File: config.mk
export PLATFORM = sky130hd
export DESIGN_NAME = hvn_mul
export DESIGN_NICKNAME = d
export VERILOG_FILES = /design/src/sv/hvn_pkg.sv /design/src/sv/hvn_mul.sv
export SDC_FILE = /design/constraint.sdc
export NUM_CORES = 2
export LEC_CHECK = 0
export BUFFER_PORTS_ARGS = -buffer_cell sky130_fd_sc_hd__buf_4
export CAP_MARGIN = 40
export CORE_MARGIN = 2
export CORE_UTILIZATION = 40
export CTS_CLUSTER_SIZE = 8
export DETAILED_ROUTE_END_ITERATION = 10
export GPL_TIMING_DRIVEN = 0
export SLEW_MARGIN = 10
export SYNTH_ARGS = -nofsm -noshare
export SYNTH_HDL_FRONTEND = slang
export SYNTH_SLANG_ARGS = --single-unit
File: constraint.sdc
create_clock -name clk -period 10.9 [get_ports clk]
set_input_delay 0.545 -clock clk [delete_from_list [all_inputs] [get_ports clk]]
set_output_delay 0.545 -clock clk [all_outputs]
set_load 0.01 [all_outputs]
File: src/sv/hvn_pkg.sv
package hvn_pkg;

	// fixed field and datapath widths
	localparam int Y_W    = 24;
	localparam int MUL_W  = 30;
	localparam int PROD_W = 2 * MUL_W;
	localparam int MAG_W  = 42;
	localparam int SUM_W  = 63;
	localparam int ROOT_W = 31;
	localparam int Q_W    = 15;

	// fixed point constants, Q2.14
	localparam int ONE_Q14  = 16384;
	localparam int Y_OFFSET = 11469;

	// configuration register indexes
	typedef enum logic [2:0] {
		CFG_ROW_LENGTH     = 3'd0,
		CFG_ROW_COUNT      = 3'd1,
		CFG_ROW_SPACING    = 3'd2,
		CFG_COLUMN_SPACING = 3'd3,
		CFG_TILT_STEP      = 3'd4
	} cfg_reg_t;

endpackage

File: src/sv/hvn_mul.sv
module hvn_mul import hvn_pkg::*; (
	input  logic              clk,
	input  logic [MUL_W-1:0]  op_a,
	input  logic [MUL_W-1:0]  op_b,
	output logic [PROD_W-1:0] prod_q
);

	// shared unsigned multiplier, registered product
	always_ff @(posedge clk) begin
		prod_q <= op_a * op_b;
	end

endmodule

Word level (Yosys, flattened, before mapping)
Index checks and enable logic that the tools add are counted.
- multiply operators: 1
- operator list (cell ; number):
    multiplier 30 x 30 -> 60 bit ; 1
- flip-flop bits (word level): 60
- input port bits: 61
- output and inout bits: 60
- logic and storage cells: 2

Logic depth before layout (Yosys ltp)
- word-level depth: 1
- mapped depth: 29
- gate-level depth less buffers: 27

Worst setup path before layout
Ideal clock, no wire load.
- path type: input-to-reg
- from: input op_b[15]
- to: register prod_q[57]
- arrival time: 7.189 ns
- required time: 10.780 ns
- slack: 3.591 ns
- cell stages on the path: 27
- cells stage by stage: clkbuf_1 and2_1 fa_1 inv_1 fa_1 inv_1 fa_1 inv_1 fa_1 inv_1 fa_1 fa_1 fa_1 inv_1 fa_1 inv_1 ha_1 buf_2 and3_1 a221oi_1 o21ai_1 a221o_1 a21oi_2 o21ai_2 a41oi_2 nor4_1 a211o_1
- word-level cells in the longest chain between the ends: 1
- RTL lines (element ; line ; source):
    from (decl) ; hvn_mul.sv:4 ; input logic [MUL_W-1:0] op_b,
    multiplier 30 x 30 -> 60 bit ; hvn_mul.sv:10 ; prod_q <= op_a * op_b;
    to (signal assigned) ; hvn_mul.sv:10 ;
    to (decl) ; hvn_mul.sv:5 ; output logic [PROD_W-1:0] prod_q
Every way passes these cells.

Worst setup path in the final report
- from: input op_a[14]
- to: register prod_q[58]
- word-level cells in the longest chain between the ends: 1
- RTL lines (element ; line ; source):
    from (decl) ; hvn_mul.sv:3 ; input logic [MUL_W-1:0] op_a,
    multiplier 30 x 30 -> 60 bit ; hvn_mul.sv:10 ;
Every way passes these cells.

==> results.json <==
{
  "status": "complete, no violations",
  "grt_pass1_vias": 24900,
  "first_pass_iters": 5,
  "ys_warn_count": 0,
  "fmax_ghz": 0.116,
  "ios": 121,
  "drtIter0Drc": 2010,
  "row_count": 102,
  "crit_slowest_cell": "clkbuf_1",
  "cts_buffers": 9,
  "fin_nets": 4607,
  "ys_seq_elements": 60,
  "worst_ep_required_time_ns": 11.15,
  "clockRootBuffer": "clkbuf_16",
  "netlist_top_cells_area": "fa_1, and2_1, ha_1",
  "setup_tns_ns": 0,
  "cts_buffer_depth": 2,
  "synth_cell_types": 60,
  "ctsResizeCount": 0,
  "max-cap-violations": 0,
  "fin_crit_sh": 0.790,
  "hold_violations": 0,
  "synth_top_cell_area_share": 0.502,
  "drv_slew": 0,
  "viasPerCell": 5.18,
  "largest_register_ffs": 60,
  "dieArea_um2": 80000,
  "syn_area_um2": 31100,
  "top_register": "prod_q",
  "arrival_ns": 8.87,
  "syn_avg_cell_area_um2": 9.08,
  "critPathMaxFanout": 10,
  "rsz0062_at_grt": "false",
  "fp.dieW_um": 283,
  "core_area_um2": 77200,
  "drive_above_1_share": 0.0355,
  "cp-end-kind": "register",
  "critPathMaxStageDelay_ns": 0.65,
  "gr-total-overflow": 0,
  "grt.total_usage": 0.272,
  "grt_max_degree": 12,
  "clk_pin_slew_ns": 0.06,
  "netlist_instances": 3422,
  "hp-class": "primary input to register",
  "crit_path_frequent_cell": "fa_1",
  "drtAntennaViolNets": 0,
  "dp_hpwl_um": 90900,
  "routed_wl_um": 105000,
  "antenna_found_initial": 11,
  "synthToLayoutAreaGrowth_pct": 7.73,
  "path_class": "primary input to register",
  "vias": 23700,
  "cts_setup_buffers": 0,
  "synth_ff_type": "dfxtp_1",
  "synth_commonest_cells": "inv_1, fa_1, and2_1",
  "setup_viol": 0,
  "drc": 0,
  "slew_headroom": 0.319,
  "min_from": "op_b[0]",
  "place_congestion": 0.975,
  "synth_largest_area_cell": "fa_1",
  "htree_num_levels": 3,
  "synth_edf_count": 0,
  "wl_per_cell_um": 23.0,
  "finalCriticalPeriod_ns": 8.62,
  "syn-num-nets": 4511,
  "cp-start-kind": "primary input",
  "top_regs": "prod_q x60",
  "start_util": 0.403,
  "cts.sinks": 60,
  "hold_buffers": 0,
  "io_buffer_count": 60,
  "async_flop_share": 0,
  "startpoint": "op_a[14]",
  "worst_pin_slew_ns": 1.02,
  "grt_pass1_wl_um": 156000,
  "die_y_um": 283,
  "cts_tree": "yes",
  "synth.most_common_cell": "inv_1",
  "seq_area_frac_synth": 0.0386
}
==> worst paths after layout <==
path,depth (start not counted),to,slack (ns)
hold / removal,2,prod_q[0],0.71
setup / recovery,25,prod_q[58],2.28
==> metrics by stage <==
stage	instances	hold WS (ns)	setup WS [ns]	area, um2	utilization
4_1_cts	4561	0.678	2.41	33500	0.433
3_5_place_dp	4545	0.935	2.06	33100	0.429
2_1_floorplan	3422	0.849	3.59	31100	-
5_1_grt	4563	0.698	2.00	33500	0.434
3_3_place_gp	4522	0.936	1.97	32800	0.425
6_report	4566	0.714	2.28	33500	0.434
==> layout by cell type, fill, tap and decap left out, types with 22 or more instances in the layout <==
master	instances
inv_1	824
nor2_1	35
fa_1	780
a21o_1	29
xnor2_1	32
dfxtp_1	60
ha_1	248
o21ai_0	24
and2_1	531
buf_4	62
clkbuf_1	196
nand2_1	412
a21oi_1	63
buf_6	22
==> cells by family after synthesis <==
kind of cell	Yosys count	synth area share
compound gates	199	0.0433
xor+xnor	53	0.0149
fa+ha+maj	1028	0.602
buf+inv	1031	0.125
flops	60	0.0386
mux	1	0.000322
simple gates	1050	0.176
==> worst max-delay path: cells and delay by family <==
family | cells | cell delay (ns)
compound gates | 4 | 1.04
fa+ha+maj | 9 | 4.45
buf+inv | 6 | 1.07
simple gates | 6 | 1.73
==> layout make-up <==
| cell class | count | area, um2 |
|---|---|---|
| Sequential cell | 60 | 1200 |
| Buffer | 207 | 796 |
| Timing Repair Buffer | 85 | 743 |
| Tap cell | 1040 | 1300 |
| Fill cell | 7737 | 43700 |
| Inverter | 824 | 3090 |
| Clock buffer | 10 | 239 |
| Antenna cell | 3 | 7.51 |
| Multi-Input combinational cell | 2331 | 26000 |
| Clock inverter | 6 | 111 |
==> metal layers <==
metal / track usage / vias to the layer above / routed length, um
met5: 0 / - / 15
met4: 0.124 / 2 / 5810
met3: 0.0451 / 230 / 8960
met2: 0.451 / 1077 / 49900
met1: 0.348 / 12300 / 40300
li1: - / 10100 / -
Power is not shown: default switching activity piles up to over one toggle a cycle in this logic, so the estimate is an artifact.
