### config.mk
export PLATFORM = sky130hd
export DESIGN_NAME = hvn_line_mem
export DESIGN_NICKNAME = d
export VERILOG_FILES = /design/src/sv/hvn_pkg.sv /design/src/sv/hvn_line_mem.sv
export SDC_FILE = /design/constraint.sdc
export NUM_CORES = 2
export LEC_CHECK = 0
export BUFFER_PORTS_ARGS = -buffer_cell sky130_fd_sc_hd__buf_2
export CAP_MARGIN = 20
export CORE_MARGIN = 8
export CORE_UTILIZATION = 40
export CTS_BUF_LIST = sky130_fd_sc_hd__clkbuf_8 sky130_fd_sc_hd__clkbuf_16
export DETAILED_ROUTE_END_ITERATION = 8
export GPL_TIMING_DRIVEN = 0
export PLACE_DENSITY = 0.52
export SYNTH_ARGS = -nofsm -noshare
export SYNTH_HDL_FRONTEND = slang
export SYNTH_SLANG_ARGS = --single-unit
### constraint.sdc
create_clock -name clk -period 8.1 [get_ports clk]
set_input_delay 1.62 -clock clk [delete_from_list [all_inputs] [get_ports clk]]
set_output_delay 1.62 -clock clk [all_outputs]
set_load 0.02 [all_outputs]
### src/sv/hvn_pkg.sv
package hvn_pkg;

	// fixed field and datapath widths
	localparam int Y_W    = 24;
	localparam int MUL_W  = 30;
	localparam int PROD_W = 2 * MUL_W;
	localparam int MAG_W  = 42;
	localparam int SUM_W  = 63;
	localparam int ROOT_W = 31;
	localparam int Q_W    = 15;

	// fixed point constants, Q2.14
	localparam int ONE_Q14  = 16384;
	localparam int Y_OFFSET = 11469;

	// configuration register indexes
	typedef enum logic [2:0] {
		CFG_ROW_LENGTH     = 3'd0,
		CFG_ROW_COUNT      = 3'd1,
		CFG_ROW_SPACING    = 3'd2,
		CFG_COLUMN_SPACING = 3'd3,
		CFG_TILT_STEP      = 3'd4
	} cfg_reg_t;

endpackage

### src/sv/hvn_line_mem.sv
module hvn_line_mem import hvn_pkg::*; #(
	parameter int DEPTH = 126,
	parameter int AW    = 7
) (
	input  logic                  clk,
	input  logic                  wr_en,
	input  logic [AW-1:0]         wr_addr,
	input  logic signed [Y_W-1:0] wr_data,
	input  logic                  rd_en,
	input  logic [AW-1:0]         rd_addr,
	output logic signed [Y_W-1:0] rd_data
);

	logic signed [Y_W-1:0] mem_q [DEPTH];

	// one write port, one registered read port
	always_ff @(posedge clk) begin
		if (wr_en) begin
			mem_q[wr_addr] <= wr_data;
		end
		if (rd_en) begin
			rd_data <= mem_q[rd_addr];
		end
	end

endmodule

* Word-level counts from Yosys, hierarchy flattened
Memory sizes are Yosys's and may differ from the RTL's. A register that Yosys moved wholly into a read port is not among the register bits.
Index checks and enable logic that the tools add are counted.
** Storage, ports and cells
- Memory bits (writable) :: 3024
- Flip-flop bits (word level) :: 0
- Input bits :: 41
- Memories kept :: 1
- Output and inout bits :: 24
** Cells by class
- Muxes and demuxes :: 2
** Memory list
- mem_q :: words 126, width 24, rd ports 1, clocked after memory_dff 1, wr ports 1, RTL line hvn_line_mem.sv:14 : logic signed [Y_W-1:0] mem_q [DEPTH];
** Operators by type and width (number)
- 1-bit two-way mux :: 2

* Depth between registers and ports, before layout
- Depth in word-level cells :: 2
- Mapped depth :: 11
- Mapped depth without buffers :: 6

* Worst setup path before layout
No wires, ideal clock.
- Kind :: input to register
- From :: in wr_en
- To :: mem mem_q[100][0], enable pin
- Path buffers :: 1
- Stages on the path :: 3
- Arrival time :: 3.861 ns
- Data required time :: 7.665 ns
- Path slack :: 3.804 ns
- Cells stage by stage :: clkbuf_1 > nand4_1 > nor3_1
** On the way
- Longest elaborated chain between the ends :: 2
** RTL lines
- from (decl) :: RTL line hvn_line_mem.sv:6 : input logic wr_en,
- 1-bit two-way mux :: RTL line hvn_line_mem.sv:18 : if (wr_en) begin
- 1-bit two-way mux (not written as such) :: RTL line hvn_line_mem.sv:19 : mem_q[wr_addr] <= wr_data;
- to (decl) :: RTL line hvn_line_mem.sv:14
No other way between the ends.

==> flow_summary.toml <==
[floorplanning]
initial_core_util = 0.4024
core_sq_mm = 0.2884
row_count = 197
die_h_um = 554.6
die_w_um = 554.6
die_area_sq_mm = 0.3076
io_pins = 65

[global_routing]
grt_pass1_vias = 57487
grt_max_degree = 101
antenna_found_initial = 30
grt_use_total = 0.2229
grt_remaining_overflow = 0
grt_pass1_wl_um = 479500

[timing]
setup_tns_ns = 0
timing.final.crit_period_ns = 5.474
max_clock_freq_mhz = 182.7
max_slew_margin = 0.08708
finalCritPeriodShare = 0.6758
whs_ns = 1.101
worst_pin_slew_ns = 1.369
hold_viol_final = 0
skew_ns = 0.06718
rsz0062_at_grt = "false"
final-setup-viol-count = 0
drv_slew = 0

[drt]
drt-wirelength-per-cell_um = 35.69
dr.first_iter.drc_count = 7511
routed_wl_um = 351500
via_per_inst = 5.920
drt_pre_antenna_iters = 5
vias = 58315
drt.antenna.violating_nets = 0
drc = 0

[clock_tree]
clock_path_buffers = 4
post-cts-setup-buffers = 0
cts.clk_slew.worst_paths_ns = 0.06
clk_latency_ns = 0.92
root_buffer = "clkbuf_16"
cts_resized = 0
cts_made_buffers = 324
cts_tree = "done"
cts_sinks = 3048
ctsHoldBuffers = 0
cts.htree.levels = 5

[synthesis]
yosysSeqAreaShare = 0.7887
synth_edf_count = 3048
synth-warning-count = 0
netlist_instances = 5274
syn_area_sq_mm = 0.1160
synth.distinct_cells = 40
synth.largest_area_cell = "edfxtp_1"
ys_seq_elements = 3048
syn_nets = 5315
synthTopCellsByArea = "edfxtp_1 (79%), mux4_2 (12%), a22oi_1 (1.9%), mux2i_1 (1.6%), mux2_2 (1.2%)"
async_flop_share = 0
syn_area_per_cell_sq_um = 22.00
synth-main-ff-cell = "edfxtp_1"
synth_top_area_share = 0.7887

[layout]
nets = 5844
syn2layout_area_growth_pct = 16.46
num-fill-cells = 23959
final_cells = 9851
drive_above_1_share = 0.2734
final_core_util = 0.4686
design_area_sq_mm = 0.1352

[pwr]
power_leakage_nw = 42.07
p_per_area_mw_per_mm2 = 249.4
ir_drop_mv = 0.1827

[hold_path]
hold_path.class = "in -> reg"

[place]
dp_hpwl_um = 233000
placed_area_sq_mm = 0.1249
gp_congestion = 0.8768
port_buffers = 55
dp_cells = 9257

[worst_setup_path]
reg2reg_slack_ns = 4.32
crit_arrival_ns = 6.11
required_ns = 8.74
path_class = "in -> reg"
path_max_fanout = 10
start_kind = "input pin"
crit_path_end_kind = "register"

[flow_run]
max-cap-violations = 0

[run_status]
status = "completed"
-- final timing paths --
kind | cells after the start | from | end
worst min register to register | 3 | mem_q[125][9]$_DFFE_PP_ | rd_data[9]$_DFFE_PP_
worst min-delay path | 1 | wr_data[8] | mem_q[56][8]$_DFFE_PP_
worst max-delay path | 10 | rd_addr[2] | rd_data[12]$_DFFE_PP_
worst max register to register | 5 | mem_q[23][23]$_DFFE_PP_ | rd_data[23]$_DFFE_PP_
-- metrics by stage --
| stage | worst slack (ns) | power (mW) |
|---|---|---|
| finish | 2.626 | 33.70 |
| CTS | 2.743 | 33.94 |
| global placement | 0.6196 | 19.54 |
| detailed placement | 1.752 | 19.62 |
| global route | 2.657 | 34.52 |
| floorplan | 3.804 | 18.59 |
-- metal layers --
metal / up-vias / wire length (um) / track usage
met5: - / 21 / 0
met4: 4 / 12020 / 0.06853
met3: 487 / 27240 / 0.03512
met2: 2481 / 165300 / 0.3537
met1: 31826 / 147000 / 0.3193
li1: 23517 / - / -
-- layout by cell type, fill, tap and decap left out, types with 13 or more instances in the layout --
cell type,synthesis,routed
buf_16,0,34
o22ai_1,32,32
inv_1,1,72
buf_8,2,13
buf_12,1,63
a221oi_1,19,19
nor2_4,0,113
o31ai_1,24,24
mux2i_1,184,184
clkinv_1,0,80
mux2_2,123,123
edfxtp_1,3048,3048
a31oi_1,16,16
nor3_1,29,20
buf_2,88,127
clkbuf_1,161,150
buf_1,20,20
nor2b_1,39,39
nor2_1,139,22
a211oi_1,42,42
a22oi_1,294,294
a21oi_1,101,101
mux4_2,613,613
bufinv_16,0,26
clkinv_2,0,46
nand2_1,75,75
nand3_1,78,78
buf_6,10,49
clkbuf_16,0,329
buf_4,27,44
o21ai_0,36,36
-- registers in the layout (all words and copies together) (netlist names) --
signal	flops
mem_q	3024
rd_data	24
-- final cells by class --
| cell class | instances | area (sq um) | share of cell area |
|---|---|---|---|
| diodes | 10 | 25.02 | 0.0001852 |
| repair buffers | 203 | 3112 | 0.02302 |
| well taps | 3781 | 4731 | 0.03500 |
| clock inverters | 254 | 2004 | 0.01483 |
| inverters | 1 | 3.754 | 0.00002777 |
| flip-flops and latches | 3048 | 91530 | 0.6772 |
| plain buffers | 310 | 1504 | 0.01113 |
| multi-input cells | 1915 | 24010 | 0.1776 |
| clock buffers | 329 | 8233 | 0.06092 |
-- report_power, final --
part | switching, mW | internal, mW | total (mW)
clock | 6.20 | 8.22 | 14.4
sequential | 0.0153 | 17.4 | 17.4
combinational | 1.28 | 0.552 | 1.83
total | 7.49 | 26.2 | 33.7
-- cell usage after synthesis, types with 2 or more instances --
library cell  number
nor4_1            24
buf_2             88
buf_8              2
o21ai_0           36
a222oi_1           7
buf_6             10
a211oi_1          42
nand2_1           75
or2_2              2
nand2b_1           8
edfxtp_1        3048
o31ai_1           24
a221oi_1          19
mux2i_1          184
clkbuf_1         161
buf_1             20
mux4_2           613
nor2b_1           39
nand3_1           78
a22oi_1          294
nor3_1            29
a21oi_1          101
nor3b_1            2
a31oi_1           16
buf_4             27
and2_1             4
nand4_1            3
mux2_2           123
a221oi_2           5
o22ai_1           32
a2bb2oi_1         11
nor2_1           139
-- worst max-delay path, cell delays in order --
cell and delay [ns]:
buf_2 0.21, buf_2 0.45, buf_2 0.51, buf_2 0.61, clkbuf_1 0.47, a211oi_1 0.15
o31ai_1 1.07, nor4_1 0.23, buf_2 0.25, nor3_1 0.50
-- cells by family (layout without fill, tap and decap cells) --
| logic type | Yosys count | after routing | synth area share |
|---|---|---|---|
| muxes | 920 | 920 | 0.1468 |
| DFF | 3048 | 3048 | 0.7887 |
| and+or+nand+nor | 406 | 406 | 0.01619 |
| AOI/OAI and AO/OA | 589 | 589 | 0.03545 |
| other | 0 | 10 | 0 |
| buffers and inverters | 311 | 1097 | 0.01287 |
Power figures use the tool's default switching activity.
